==> src/hw/rtl/sodl_pkg.sv <==
`timescale 1ns / 1ps
// Shared types, constants and register codes for the octave divider low-pass block.
package sodl_pkg;

  // Audio sample width; every sample-dependent width below follows from it.
  localparam int SAMPLE_WIDTH = 16;

  // Left shift that brings a sample to Q1.31 for the trigger compare.
  localparam int X_SHIFT = 32 - SAMPLE_WIDTH;

  // Right shift from the Q30 filter sum to the output format.
  localparam int OUT_SHIFT = (SAMPLE_WIDTH <= 31) ? (31 - SAMPLE_WIDTH) : 0;
  localparam int RND_POS   = (OUT_SHIFT > 0) ? (OUT_SHIFT - 1) : 0;

  // Configuration port layout.
  localparam int CFG_IDX_W  = 2;
  localparam int CFG_DATA_W = 16;
  localparam int TRIP_W     = 15;
  localparam int GAIN_W     = 15;
  localparam int FB_W       = 16;
  localparam int MEM_W      = 32;

  typedef enum logic [CFG_IDX_W-1:0] {
    CFG_TRIP_LEVEL  = 2'd0,
    CFG_LP_GAIN     = 2'd1,
    CFG_LP_FEEDBACK = 2'd2
  } sodl_cfg_idx_e;

  localparam logic [TRIP_W-1:0]      TRIP_LEVEL_RST  = 15'd275;
  localparam logic [GAIN_W-1:0]      LP_GAIN_RST     = 15'd631;
  localparam logic signed [FB_W-1:0] LP_FEEDBACK_RST = -16'sd31506;

  typedef struct packed {
    logic [TRIP_W-1:0]      trip_level;
    logic [GAIN_W-1:0]      lp_gain;
    logic signed [FB_W-1:0] lp_feedback;
  } sodl_cfg_t;

  // Divider flip-flop levels after the current sample.
  typedef struct packed {
    logic div_two;
    logic div_four;
  } sodl_oct_t;

endpackage

==> src/hw/rtl/schmitt_octave_divider_lowpass_unit.sv <==
`timescale 1ns / 1ps
// Top level of the Schmitt-trigger octave divider with smoothing low-pass.
//
//   Port group  Direction  Handshake                Carries
//   in          receive    in_valid_i / in_stall_o  sample_in_i
//   out         send       out_valid_o / out_stall_i sample_out_o, octave_down_one_o,
//                                                    octave_down_two_o
//   cfg         receive    cfg_valid_i / cfg_ready_o cfg_index_i, cfg_data_i
//
// Each input word is captured in an input register; from there the trigger, the
// divider flip-flops and one filter multiply-accumulate run on it and the result
// word is written to the output register. One word is taken per cycle while the
// output is not stalled, set by the single filter multiply-accumulate on its own memory.
// Reset clears the trigger, divider and filter state, the pipeline valid flags, and
// loads the register reset values. cfg_ready_o stays high.
// While a result word is stalled, a new word can still enter the input register; the
// input stalls only when both registers are full and the output is stalled.
module schmitt_octave_divider_lowpass_unit (
  input  logic                               clk_i,
  input  logic                               rst_ni,
  input  logic                               in_valid_i,
  output logic                               in_stall_o,
  input  logic signed [sodl_pkg::SAMPLE_WIDTH-1:0] sample_in_i,
  output logic                               out_valid_o,
  input  logic                               out_stall_i,
  output logic signed [sodl_pkg::SAMPLE_WIDTH-1:0] sample_out_o,
  output logic                               octave_down_one_o,
  output logic                               octave_down_two_o,
  input  logic                               cfg_valid_i,
  output logic                               cfg_ready_o,
  input  logic [sodl_pkg::CFG_IDX_W-1:0]     cfg_index_i,
  input  logic [sodl_pkg::CFG_DATA_W-1:0]    cfg_data_i
);
  import sodl_pkg::*;

  sodl_cfg_t cfg;
  sodl_oct_t oct;

  // Input register.
  logic                           in_vld_q;
  logic [SAMPLE_WIDTH-1:0]        in_sample_q;

  // Output register.
  logic                           out_vld_q;
  logic signed [SAMPLE_WIDTH-1:0] out_sample_q;
  logic                           out_one_q;
  logic                           out_two_q;

  logic                           out_free;
  logic                           fire;
  logic                           in_take;
  logic signed [SAMPLE_WIDTH-1:0] filt_sample;

  // The output register can load when it is empty or its word leaves this cycle.
  assign out_free   = !out_vld_q || !out_stall_i;
  assign fire       = in_vld_q && out_free;
  assign in_stall_o = in_vld_q && !out_free;
  assign in_take    = in_valid_i && !in_stall_o;

  sodl_cfg_regs u_cfg (
    .clk_i       (clk_i),
    .rst_ni      (rst_ni),
    .cfg_valid_i (cfg_valid_i),
    .cfg_ready_o (cfg_ready_o),
    .cfg_index_i (cfg_index_i),
    .cfg_data_i  (cfg_data_i),
    .cfg_o       (cfg)
  );

  sodl_trigger u_trigger (
    .clk_i        (clk_i),
    .rst_ni       (rst_ni),
    .en_i         (fire),
    .sample_i     (in_sample_q),
    .trip_level_i (cfg.trip_level),
    .oct_o        (oct)
  );

  // The filter sees +1 when the divide-by-two flip-flop is high, -1 otherwise.
  sodl_filter u_filter (
    .clk_i         (clk_i),
    .rst_ni        (rst_ni),
    .en_i          (fire),
    .polarity_i    (oct.div_two),
    .lp_gain_i     (cfg.lp_gain),
    .lp_feedback_i (cfg.lp_feedback),
    .sample_o      (filt_sample)
  );

  always_ff @(posedge clk_i or negedge rst_ni) begin
    if (!rst_ni) begin
      in_vld_q <= 1'b0;
    end else if (in_take) begin
      in_vld_q <= 1'b1;
    end else if (fire) begin
      in_vld_q <= 1'b0;
    end
  end

  always_ff @(posedge clk_i) begin
    if (in_take) begin
      in_sample_q <= sample_in_i;
    end
  end

  always_ff @(posedge clk_i or negedge rst_ni) begin
    if (!rst_ni) begin
      out_vld_q <= 1'b0;
    end else if (out_free) begin
      out_vld_q <= fire;
    end
  end

  always_ff @(posedge clk_i) begin
    if (fire) begin
      out_sample_q <= filt_sample;
      out_one_q    <= oct.div_two;
      out_two_q    <= oct.div_four;
    end
  end

  assign out_valid_o       = out_vld_q;
  assign sample_out_o      = out_sample_q;
  assign octave_down_one_o = out_one_q;
  assign octave_down_two_o = out_two_q;

endmodule

==> src/hw/rtl/sodl_cfg_regs.sv <==
`timescale 1ns / 1ps
// Configuration register file for the octave divider low-pass block.
module sodl_cfg_regs (
  input  logic                            clk_i,
  input  logic                            rst_ni,
  input  logic                            cfg_valid_i,
  output logic                            cfg_ready_o,
  input  logic [sodl_pkg::CFG_IDX_W-1:0]  cfg_index_i,
  input  logic [sodl_pkg::CFG_DATA_W-1:0] cfg_data_i,
  output sodl_pkg::sodl_cfg_t             cfg_o
);
  import sodl_pkg::*;

  sodl_cfg_t cfg_q, cfg_d;

  // Writes are always taken; an index beyond the list is dropped.
  assign cfg_ready_o = 1'b1;

  always_comb begin
    cfg_d = cfg_q;
    if (cfg_valid_i) begin
      case (cfg_index_i)
        CFG_TRIP_LEVEL:  cfg_d.trip_level  = cfg_data_i[TRIP_W-1:0];
        CFG_LP_GAIN:     cfg_d.lp_gain     = cfg_data_i[GAIN_W-1:0];
        CFG_LP_FEEDBACK: cfg_d.lp_feedback = $signed(cfg_data_i[FB_W-1:0]);
        default:         cfg_d = cfg_q;
      endcase
    end
  end

  always_ff @(posedge clk_i or negedge rst_ni) begin
    if (!rst_ni) begin
      cfg_q.trip_level  <= TRIP_LEVEL_RST;
      cfg_q.lp_gain     <= LP_GAIN_RST;
      cfg_q.lp_feedback <= LP_FEEDBACK_RST;
    end else begin
      cfg_q <= cfg_d;
    end
  end

  assign cfg_o = cfg_q;

endmodule

==> src/hw/rtl/sodl_trigger.sv <==
`timescale 1ns / 1ps
// Schmitt trigger with the divide-by-two and divide-by-four flip-flops.
module sodl_trigger (
  input  logic                              clk_i,
  input  logic                              rst_ni,
  input  logic                              en_i,
  input  logic [sodl_pkg::SAMPLE_WIDTH-1:0] sample_i,
  input  logic [sodl_pkg::TRIP_W-1:0]       trip_level_i,
  output sodl_pkg::sodl_oct_t               oct_o
);
  import sodl_pkg::*;

  logic               level_q, level_d;
  logic               div2_q, div2_d;
  logic               div4_q, div4_d;
  logic signed [32:0] x31;
  logic signed [32:0] trip31;
  logic               rising;

  always_comb begin
    x31    = $signed({{(33 - SAMPLE_WIDTH){sample_i[SAMPLE_WIDTH-1]}}, sample_i}) <<< X_SHIFT;
    trip31 = $signed({2'b00, trip_level_i, 16'd0});
    // Inside the band, the edges included, the level holds.
    if (x31 > trip31) begin
      level_d = 1'b1;
    end else if (x31 < -trip31) begin
      level_d = 1'b0;
    end else begin
      level_d = level_q;
    end
    rising = level_d & ~level_q;
    div2_d = div2_q ^ rising;
    // The second stage toggles when the first one falls.
    div4_d = div4_q ^ (rising & div2_q);
  end

  always_ff @(posedge clk_i or negedge rst_ni) begin
    if (!rst_ni) begin
      level_q <= 1'b0;
      div2_q  <= 1'b0;
      div4_q  <= 1'b0;
    end else if (en_i) begin
      level_q <= level_d;
      div2_q  <= div2_d;
      div4_q  <= div4_d;
    end
  end

  assign oct_o.div_two  = div2_d;
  assign oct_o.div_four = div4_d;

endmodule

==> src/hw/rtl/sodl_filter.sv <==
`timescale 1ns / 1ps
// First-order transposed low-pass on the square wave, with saturating memory.
module sodl_filter (
  input  logic                                  clk_i,
  input  logic                                  rst_ni,
  input  logic                                  en_i,
  input  logic                                  polarity_i,
  input  logic [sodl_pkg::GAIN_W-1:0]           lp_gain_i,
  input  logic signed [sodl_pkg::FB_W-1:0]      lp_feedback_i,
  output logic signed [sodl_pkg::SAMPLE_WIDTH-1:0] sample_o
);
  import sodl_pkg::*;

  localparam logic signed [35:0] MEM_MAX = 36'sd2147483647;
  localparam logic signed [35:0] MEM_MIN = -36'sd2147483648;
  localparam logic signed [34:0] RES_MAX = (35'sd1 <<< (SAMPLE_WIDTH - 1)) - 35'sd1;
  localparam logic signed [34:0] RES_MIN = -(35'sd1 <<< (SAMPLE_WIDTH - 1));
  localparam logic signed [34:0] RES_BIAS = (OUT_SHIFT > 0) ? (35'sd1 <<< RND_POS) : 35'sd0;

  logic signed [MEM_W-1:0] mem_q, mem_d;
  logic signed [32:0]      ff;
  logic signed [32:0]      y30;
  logic signed [48:0]      prod;
  logic signed [33:0]      fb;
  logic signed [35:0]      mem_full;
  logic signed [34:0]      y_ext;
  logic signed [34:0]      res;

  always_comb begin
    ff = $signed({3'b000, lp_gain_i, 15'd0});
    if (!polarity_i) begin
      ff = -ff;
    end
    y30  = ff + 33'(mem_q);
    prod = 49'(lp_feedback_i) * 49'(y30);
    // Feedback term rounded half up to Q30.
    fb       = 34'((prod + 49'sd16384) >>> 15);
    mem_full = 36'(ff) - 36'(fb);
    if (mem_full > MEM_MAX) begin
      mem_d = MEM_MAX[MEM_W-1:0];
    end else if (mem_full < MEM_MIN) begin
      mem_d = MEM_MIN[MEM_W-1:0];
    end else begin
      mem_d = mem_full[MEM_W-1:0];
    end

    y_ext = 35'(y30);
    if (SAMPLE_WIDTH <= 31) begin
      res = (y_ext + RES_BIAS) >>> OUT_SHIFT;
    end else begin
      res = y_ext <<< 1;
    end
    if (res > RES_MAX) begin
      res = RES_MAX;
    end else if (res < RES_MIN) begin
      res = RES_MIN;
    end
    sample_o = res[SAMPLE_WIDTH-1:0];
  end

  always_ff @(posedge clk_i or negedge rst_ni) begin
    if (!rst_ni) begin
      mem_q <= '0;
    end else if (en_i) begin
      mem_q <= mem_d;
    end
  end

endmodule

==> config.mk <==
export PLATFORM = sky130hd
export DESIGN_NAME = schmitt_octave_divider_lowpass_unit
export DESIGN_NICKNAME = d
export VERILOG_FILES = /design/src/hw/rtl/sodl_pkg.sv /design/src/hw/rtl/schmitt_octave_divider_lowpass_unit.sv /design/src/hw/rtl/sodl_cfg_regs.sv /design/src/hw/rtl/sodl_trigger.sv /design/src/hw/rtl/sodl_filter.sv
export SDC_FILE = /design/constraint.sdc
export NUM_CORES = 2
export LEC_CHECK = 0
export BUFFER_PORTS_ARGS = -buffer_cell sky130_fd_sc_hd__buf_4
export CAP_MARGIN = 20
export CORE_UTILIZATION = 48
export DETAILED_ROUTE_END_ITERATION = 10
export PLACE_DENSITY = 0.63
export SLEW_MARGIN = 15
export SYNTH_ARGS = -nofsm -noshare
export SYNTH_HDL_FRONTEND = slang
export SYNTH_HIERARCHICAL = 1
export SYNTH_SLANG_ARGS = --single-unit
==> constraint.sdc <==
create_clock -name clk_i -period 33.8 [get_ports clk_i]
set_clock_uncertainty 0.05 [all_clocks]
set_input_delay 6.76 -clock clk_i [delete_from_list [all_inputs] [get_ports clk_i]]
set_output_delay 6.76 -clock clk_i [all_outputs]
set_load 0.01 [all_outputs]
== Word level (Yosys, flattened, before mapping) ==
Cells that the tools add are included.
Storage, ports and cells
  register bits: 117
  word-level logic and storage cells: 54
Operators by class
  add/sub/neg operators: 6
  $lt $le $gt $ge: 6
  multiply operators: 1
  equality and inequality tests: 2
  muxes and demuxes: 8
  reduce and logical (&&, ||, !) cells: 13
  bitwise operators: 5
Operators by type and width (count)
  $mux 32: 2
  $add 49x16->49 const B: 1
  $mul 16x33->49: 1
  $gt 36x32->1 const B: 1
  $lt 36x32->1 const B: 1
  $sub 33x34->35: 1
  $add 33x16->34 const B: 1
  $add 33x32->33: 1
  $lt 32x33->1: 1
  $mux 33: 1
  $neg 30->33: 1
  $neg 31->33: 1
  $gt 32x32->1: 1
  $gt 19x16->1 const B: 1
  $lt 19x16->1 const B: 1
  $mux 16: 1
  $reduce_and 2->1: 3
  $logic_not 1->1: 4
  $mux 1: 4
  $logic_and 1x1->1: 3
  $and 1x1->1: 2
  $eq 2x1->1 const B: 1
  $eq 2x2->1 const B: 1
  $logic_not 2->1: 1
  4 further kinds: 5

== Logic depth before layout (Yosys ltp) ==
  word-level depth: 14
  depth in mapped cells: 63
  depth with buffers taken out: 57

== By module ==
Netlist, hierarchy kept.
By module, submodules not included
  sodl_filter: cells an instance 2762, area each 23256.1 um2, sequential area each 800.8 um2, times used 1
  sodl_cfg_regs: cells an instance 100, area each 1778.0 um2, sequential area each 1174.9 um2, times used 1
  sodl_trigger: cells an instance 147, area each 1206.2 um2, sequential area each 75.1 um2, times used 1
  schmitt_octave_divider_lowpass_unit: cells an instance 42, area each 1113.6 um2, sequential area each 1071.0 um2, times used 1

== Worst setup path before layout ==
Ideal clock, no wire load.
  path type: input -> output
  start point: input out_stall_i
  end point: output in_stall_o
  stages on the path: 2
  path buffers: 0
  slack: 20.072 ns
  arrival time: 6.918 ns
  path through: nand3_2 > inv_1
Between the ends
  word-level cells in the longest chain between the ends: 4
Ends and longest elaborated chain
  start: declaration: line schmitt_octave_divider_lowpass_unit.sv:25  | input logic out_stall_i,
  $logic_not 1->1: line schmitt_octave_divider_lowpass_unit.sv:55  | assign out_free = !out_vld_q || !out_stall_i;
  $logic_or 1x1->1: line schmitt_octave_divider_lowpass_unit.sv:55
  $logic_not 1->1: line schmitt_octave_divider_lowpass_unit.sv:57  | assign in_stall_o = in_vld_q && !out_free;
  $logic_and 1x1->1: line schmitt_octave_divider_lowpass_unit.sv:57
  end: declaration: line schmitt_octave_divider_lowpass_unit.sv:22  | output logic in_stall_o,
No other way between the ends.

==> out/results.ini <==
[setup_path]
crit_family=compound AO/OA/AOI/OAI gates
cp-end-kind=flip-flop
critical_path_class=reg -> reg
start_kind=flip-flop
required_ns=34.08
critical_path_arrival_ns=15.81
r2r-end=u_filter/mem_q[16]$_DFFE_PN0P_
r2r_slack_ns=18.26
cp_common_cell=fa_1
reg2reg_depth=54
cpPeakStageDelay_ns=0.75
worst-path-buf-inv=5
crit_slowest_cell=a2111oi_0
crit-reg2reg-launch=u_cfg/cfg_o[44]$_DFFE_PN0P_
critical_path.max_fanout=31

[clock_network]
holdBufCountCts=0
ctsResizeCount=0
cts_inserted_buffers=17
htreeDepth=4
clockBufferDepth=2
clock_sinks=117
insertion_delay_ns=0.43
cts_setup_buffers=0
clk_pin_slew_ns=0.07
root_buffer=clkbuf_16
tritoncts=done

[route]
drt_iter0_drc=1461
ant_nets=0
wire_per_inst_um=19.84
dr.pass1.iters=5
drcViolationCount=0
wl_um=75210
routed-via-count=21054
avgViaCountPerCell=5.555

[final_layout]
area_growth_pct=6.207
nNetsFinal=3742
multiInputGateArea_mm2=0.02136
n_antenna_cell=0
final_common_cell=inv_1
seq_area_mm2=0.003124
drive_gt1_frac=0.09097
fillCellCount=5368
final_util=0.5152
final_cell_mix=inv_1 (619), fa_1 (490), nand2_1 (377)

[global_routing]
grt_overflow_total=0
grt_pass1_vias=22292
grt_max_degree=55
gr-usage-all-layers=0.2734
antenna_found_initial=0
grt_pass1_wl_um=122000

[yosys]
synth_edf_count=34
synth_nets=3772
syn_area_per_cell_um2=8.965
yosysWarnings=6
synth_fa_ha_area_frac=0.4479
synth_mux_area_frac=0.02497
ys_types=87
synthFlopType=dfrtp_1
synth_top_cells_by_area=fa_1 (36%), ha_1 (8.8%), inv_1 (8.5%)
synth_compound_area_frac=0.09491
synth-xor-area-share=0.03682
yosysTopAreaCell=fa_1
netlist_area_mm2=0.02735
ys_ff_latch=117
synth_top_area_frac=0.3586
synthCells=3051
ys_seq_area_frac=0.1141
synth-simple-area-share=0.1735
synth_top_family_by_area=adder cells
ys_async_sr_fraction=0.7094

[floorplanning]
fp.dieW_um=240.7
die_area_mm2=0.05795
row_count=87
start_util=0.4851
fp.dieH_um=240.7
coreArea_mm2=0.05639
ioPinCount=60

[timing]
layout_min_cycle_time_ns=15.54
finalCritPeriodShare=0.4596
fmax_mhz=64.37
rsz0062_at_grt=no
final.setup.tns_ns=0
slew_viol_final=0
relSlewSlack=0.2564
setup_viol=0
worst_pin_slew_ns=1.098
hold_violations=0

[placed_design]
port_buffers=58
globalplace.congestion=0.9267
hpwl_um=57430

[flow_run]
maxCapViolCount=0

[worst_hold_path]
min-delay-start=u_cfg/cfg_o[26]$_DFFE_PN0P_
hp-class=reg -> reg
hold-path-endpoint=u_cfg/cfg_o[26]$_DFFE_PN0P_
holdPathStages=1

[outcome]
outcome=finished, final reports clean

synth_stat cells, drive strengths merged (14+ instances only):
cell / number
clkbuf: 123
xnor2: 72
nor3: 47
nor4: 21
nor2: 92
and2: 191
a21oi: 93
buf: 23
dfstp: 19
nand3: 40
or3: 15
nor2b: 24
ha: 192
o22ai: 23
and3: 24
a211oi: 14
a21o: 39
dfrtp: 64
nand2b: 41
a31oi: 18
nand4: 37
mux2: 50
xor2: 43
fa: 490
o21ai: 69
nand2: 379
edfxtp: 34
inv: 619
routing by layer:
| layer | part of all wire | track usage | wire (um) |
|---|---|---|---|
| met2 | 0.49 | 0.4611 | 36680 |
| met3 | 0.046 | 0.02619 | 3497 |
| met4 | 0.038 | 0.09959 | 2848 |
| met5 | 0 | 0 | 0 |
| met1 | 0.43 | 0.3661 | 32190 |
flip-flops by register name, summed over array words and instances, names as in the netlist:
| register | count |
|---|---|
| octave_down_one_o | 1 |
| u_trigger/div2_q | 1 |
| u_trigger/div4_q | 1 |
| u_cfg/cfg_o | 46 |
| u_trigger/level_q | 1 |
| in_vld_q | 1 |
| u_filter/mem_q | 32 |
| sample_out_o | 16 |
| in_sample_q | 16 |
| octave_down_two_o | 1 |
| out_valid_o | 1 |
worst max-delay path by stage:
stage / from / to / slack, ns / depth (start not counted)
after floorplan: out_stall_i / in_stall_o / 20.07 / 2
after global placement: u_cfg/cfg_o[44]$_DFFE_PN0P_ / u_filter/mem_q[7]$_DFFE_PN0P_ / 18.57 / 53
after detailed placement: u_cfg/cfg_o[44]$_DFFE_PN0P_ / u_filter/mem_q[16]$_DFFE_PN0P_ / 18.16 / 53
after CTS: u_cfg/cfg_o[44]$_DFFE_PN0P_ / u_filter/mem_q[16]$_DFFE_PN0P_ / 18.04 / 53
after global routing: u_cfg/cfg_o[44]$_DFFE_PN0P_ / u_filter/mem_q[1]$_DFFE_PN0P_ / 17.51 / 54
final: u_cfg/cfg_o[44]$_DFFE_PN0P_ / u_filter/mem_q[16]$_DFFE_PN0P_ / 18.26 / 54
cell families after synthesis:
family / after synthesis
other cells: 1
fa+ha+maj: 686
xor+xnor: 115
flops: 117
buf+inv: 765
simple gates: 941
compound gates: 364
mux: 62
worst register-to-register path: cells and delay by family, from the launching register on:
| family | cells | cell delay [ns] |
|---|---|---|
| compound gates | 22 | 6.08 |
| simple gates | 14 | 2.76 |
| flops | 1 | 0.41 |
| fa+ha+maj | 11 | 5.08 |
| buf+inv | 5 | 0.55 |
| xor+xnor | 2 | 0.46 |
stage by stage:
step,std cells,setup WS (ns),instance area (um2),hold slack (ns)
after floorplan,3051,20.07,27350,0.4135
after global placement,3756,18.57,28470,0.4276
after detailed placement,3756,18.16,28470,0.4438
after CTS,3788,18.04,29030,0.4570
after global routing,3790,17.51,29050,0.4709
final,3790,18.26,29050,0.4549
layout make-up:
cell class              instances  share of cell area
repair buffers                 97             0.02532
flip-flops and latches        117              0.1075
well taps                     756             0.03256
inverters                     619             0.07998
multi-input cells            2169              0.7353
clock inverters                15            0.004608
clock buffers                  17             0.01464
Power is left out: the tool's default activity adds up to more than one toggle a clock period on the data nets, which glitch-free logic cannot reach.
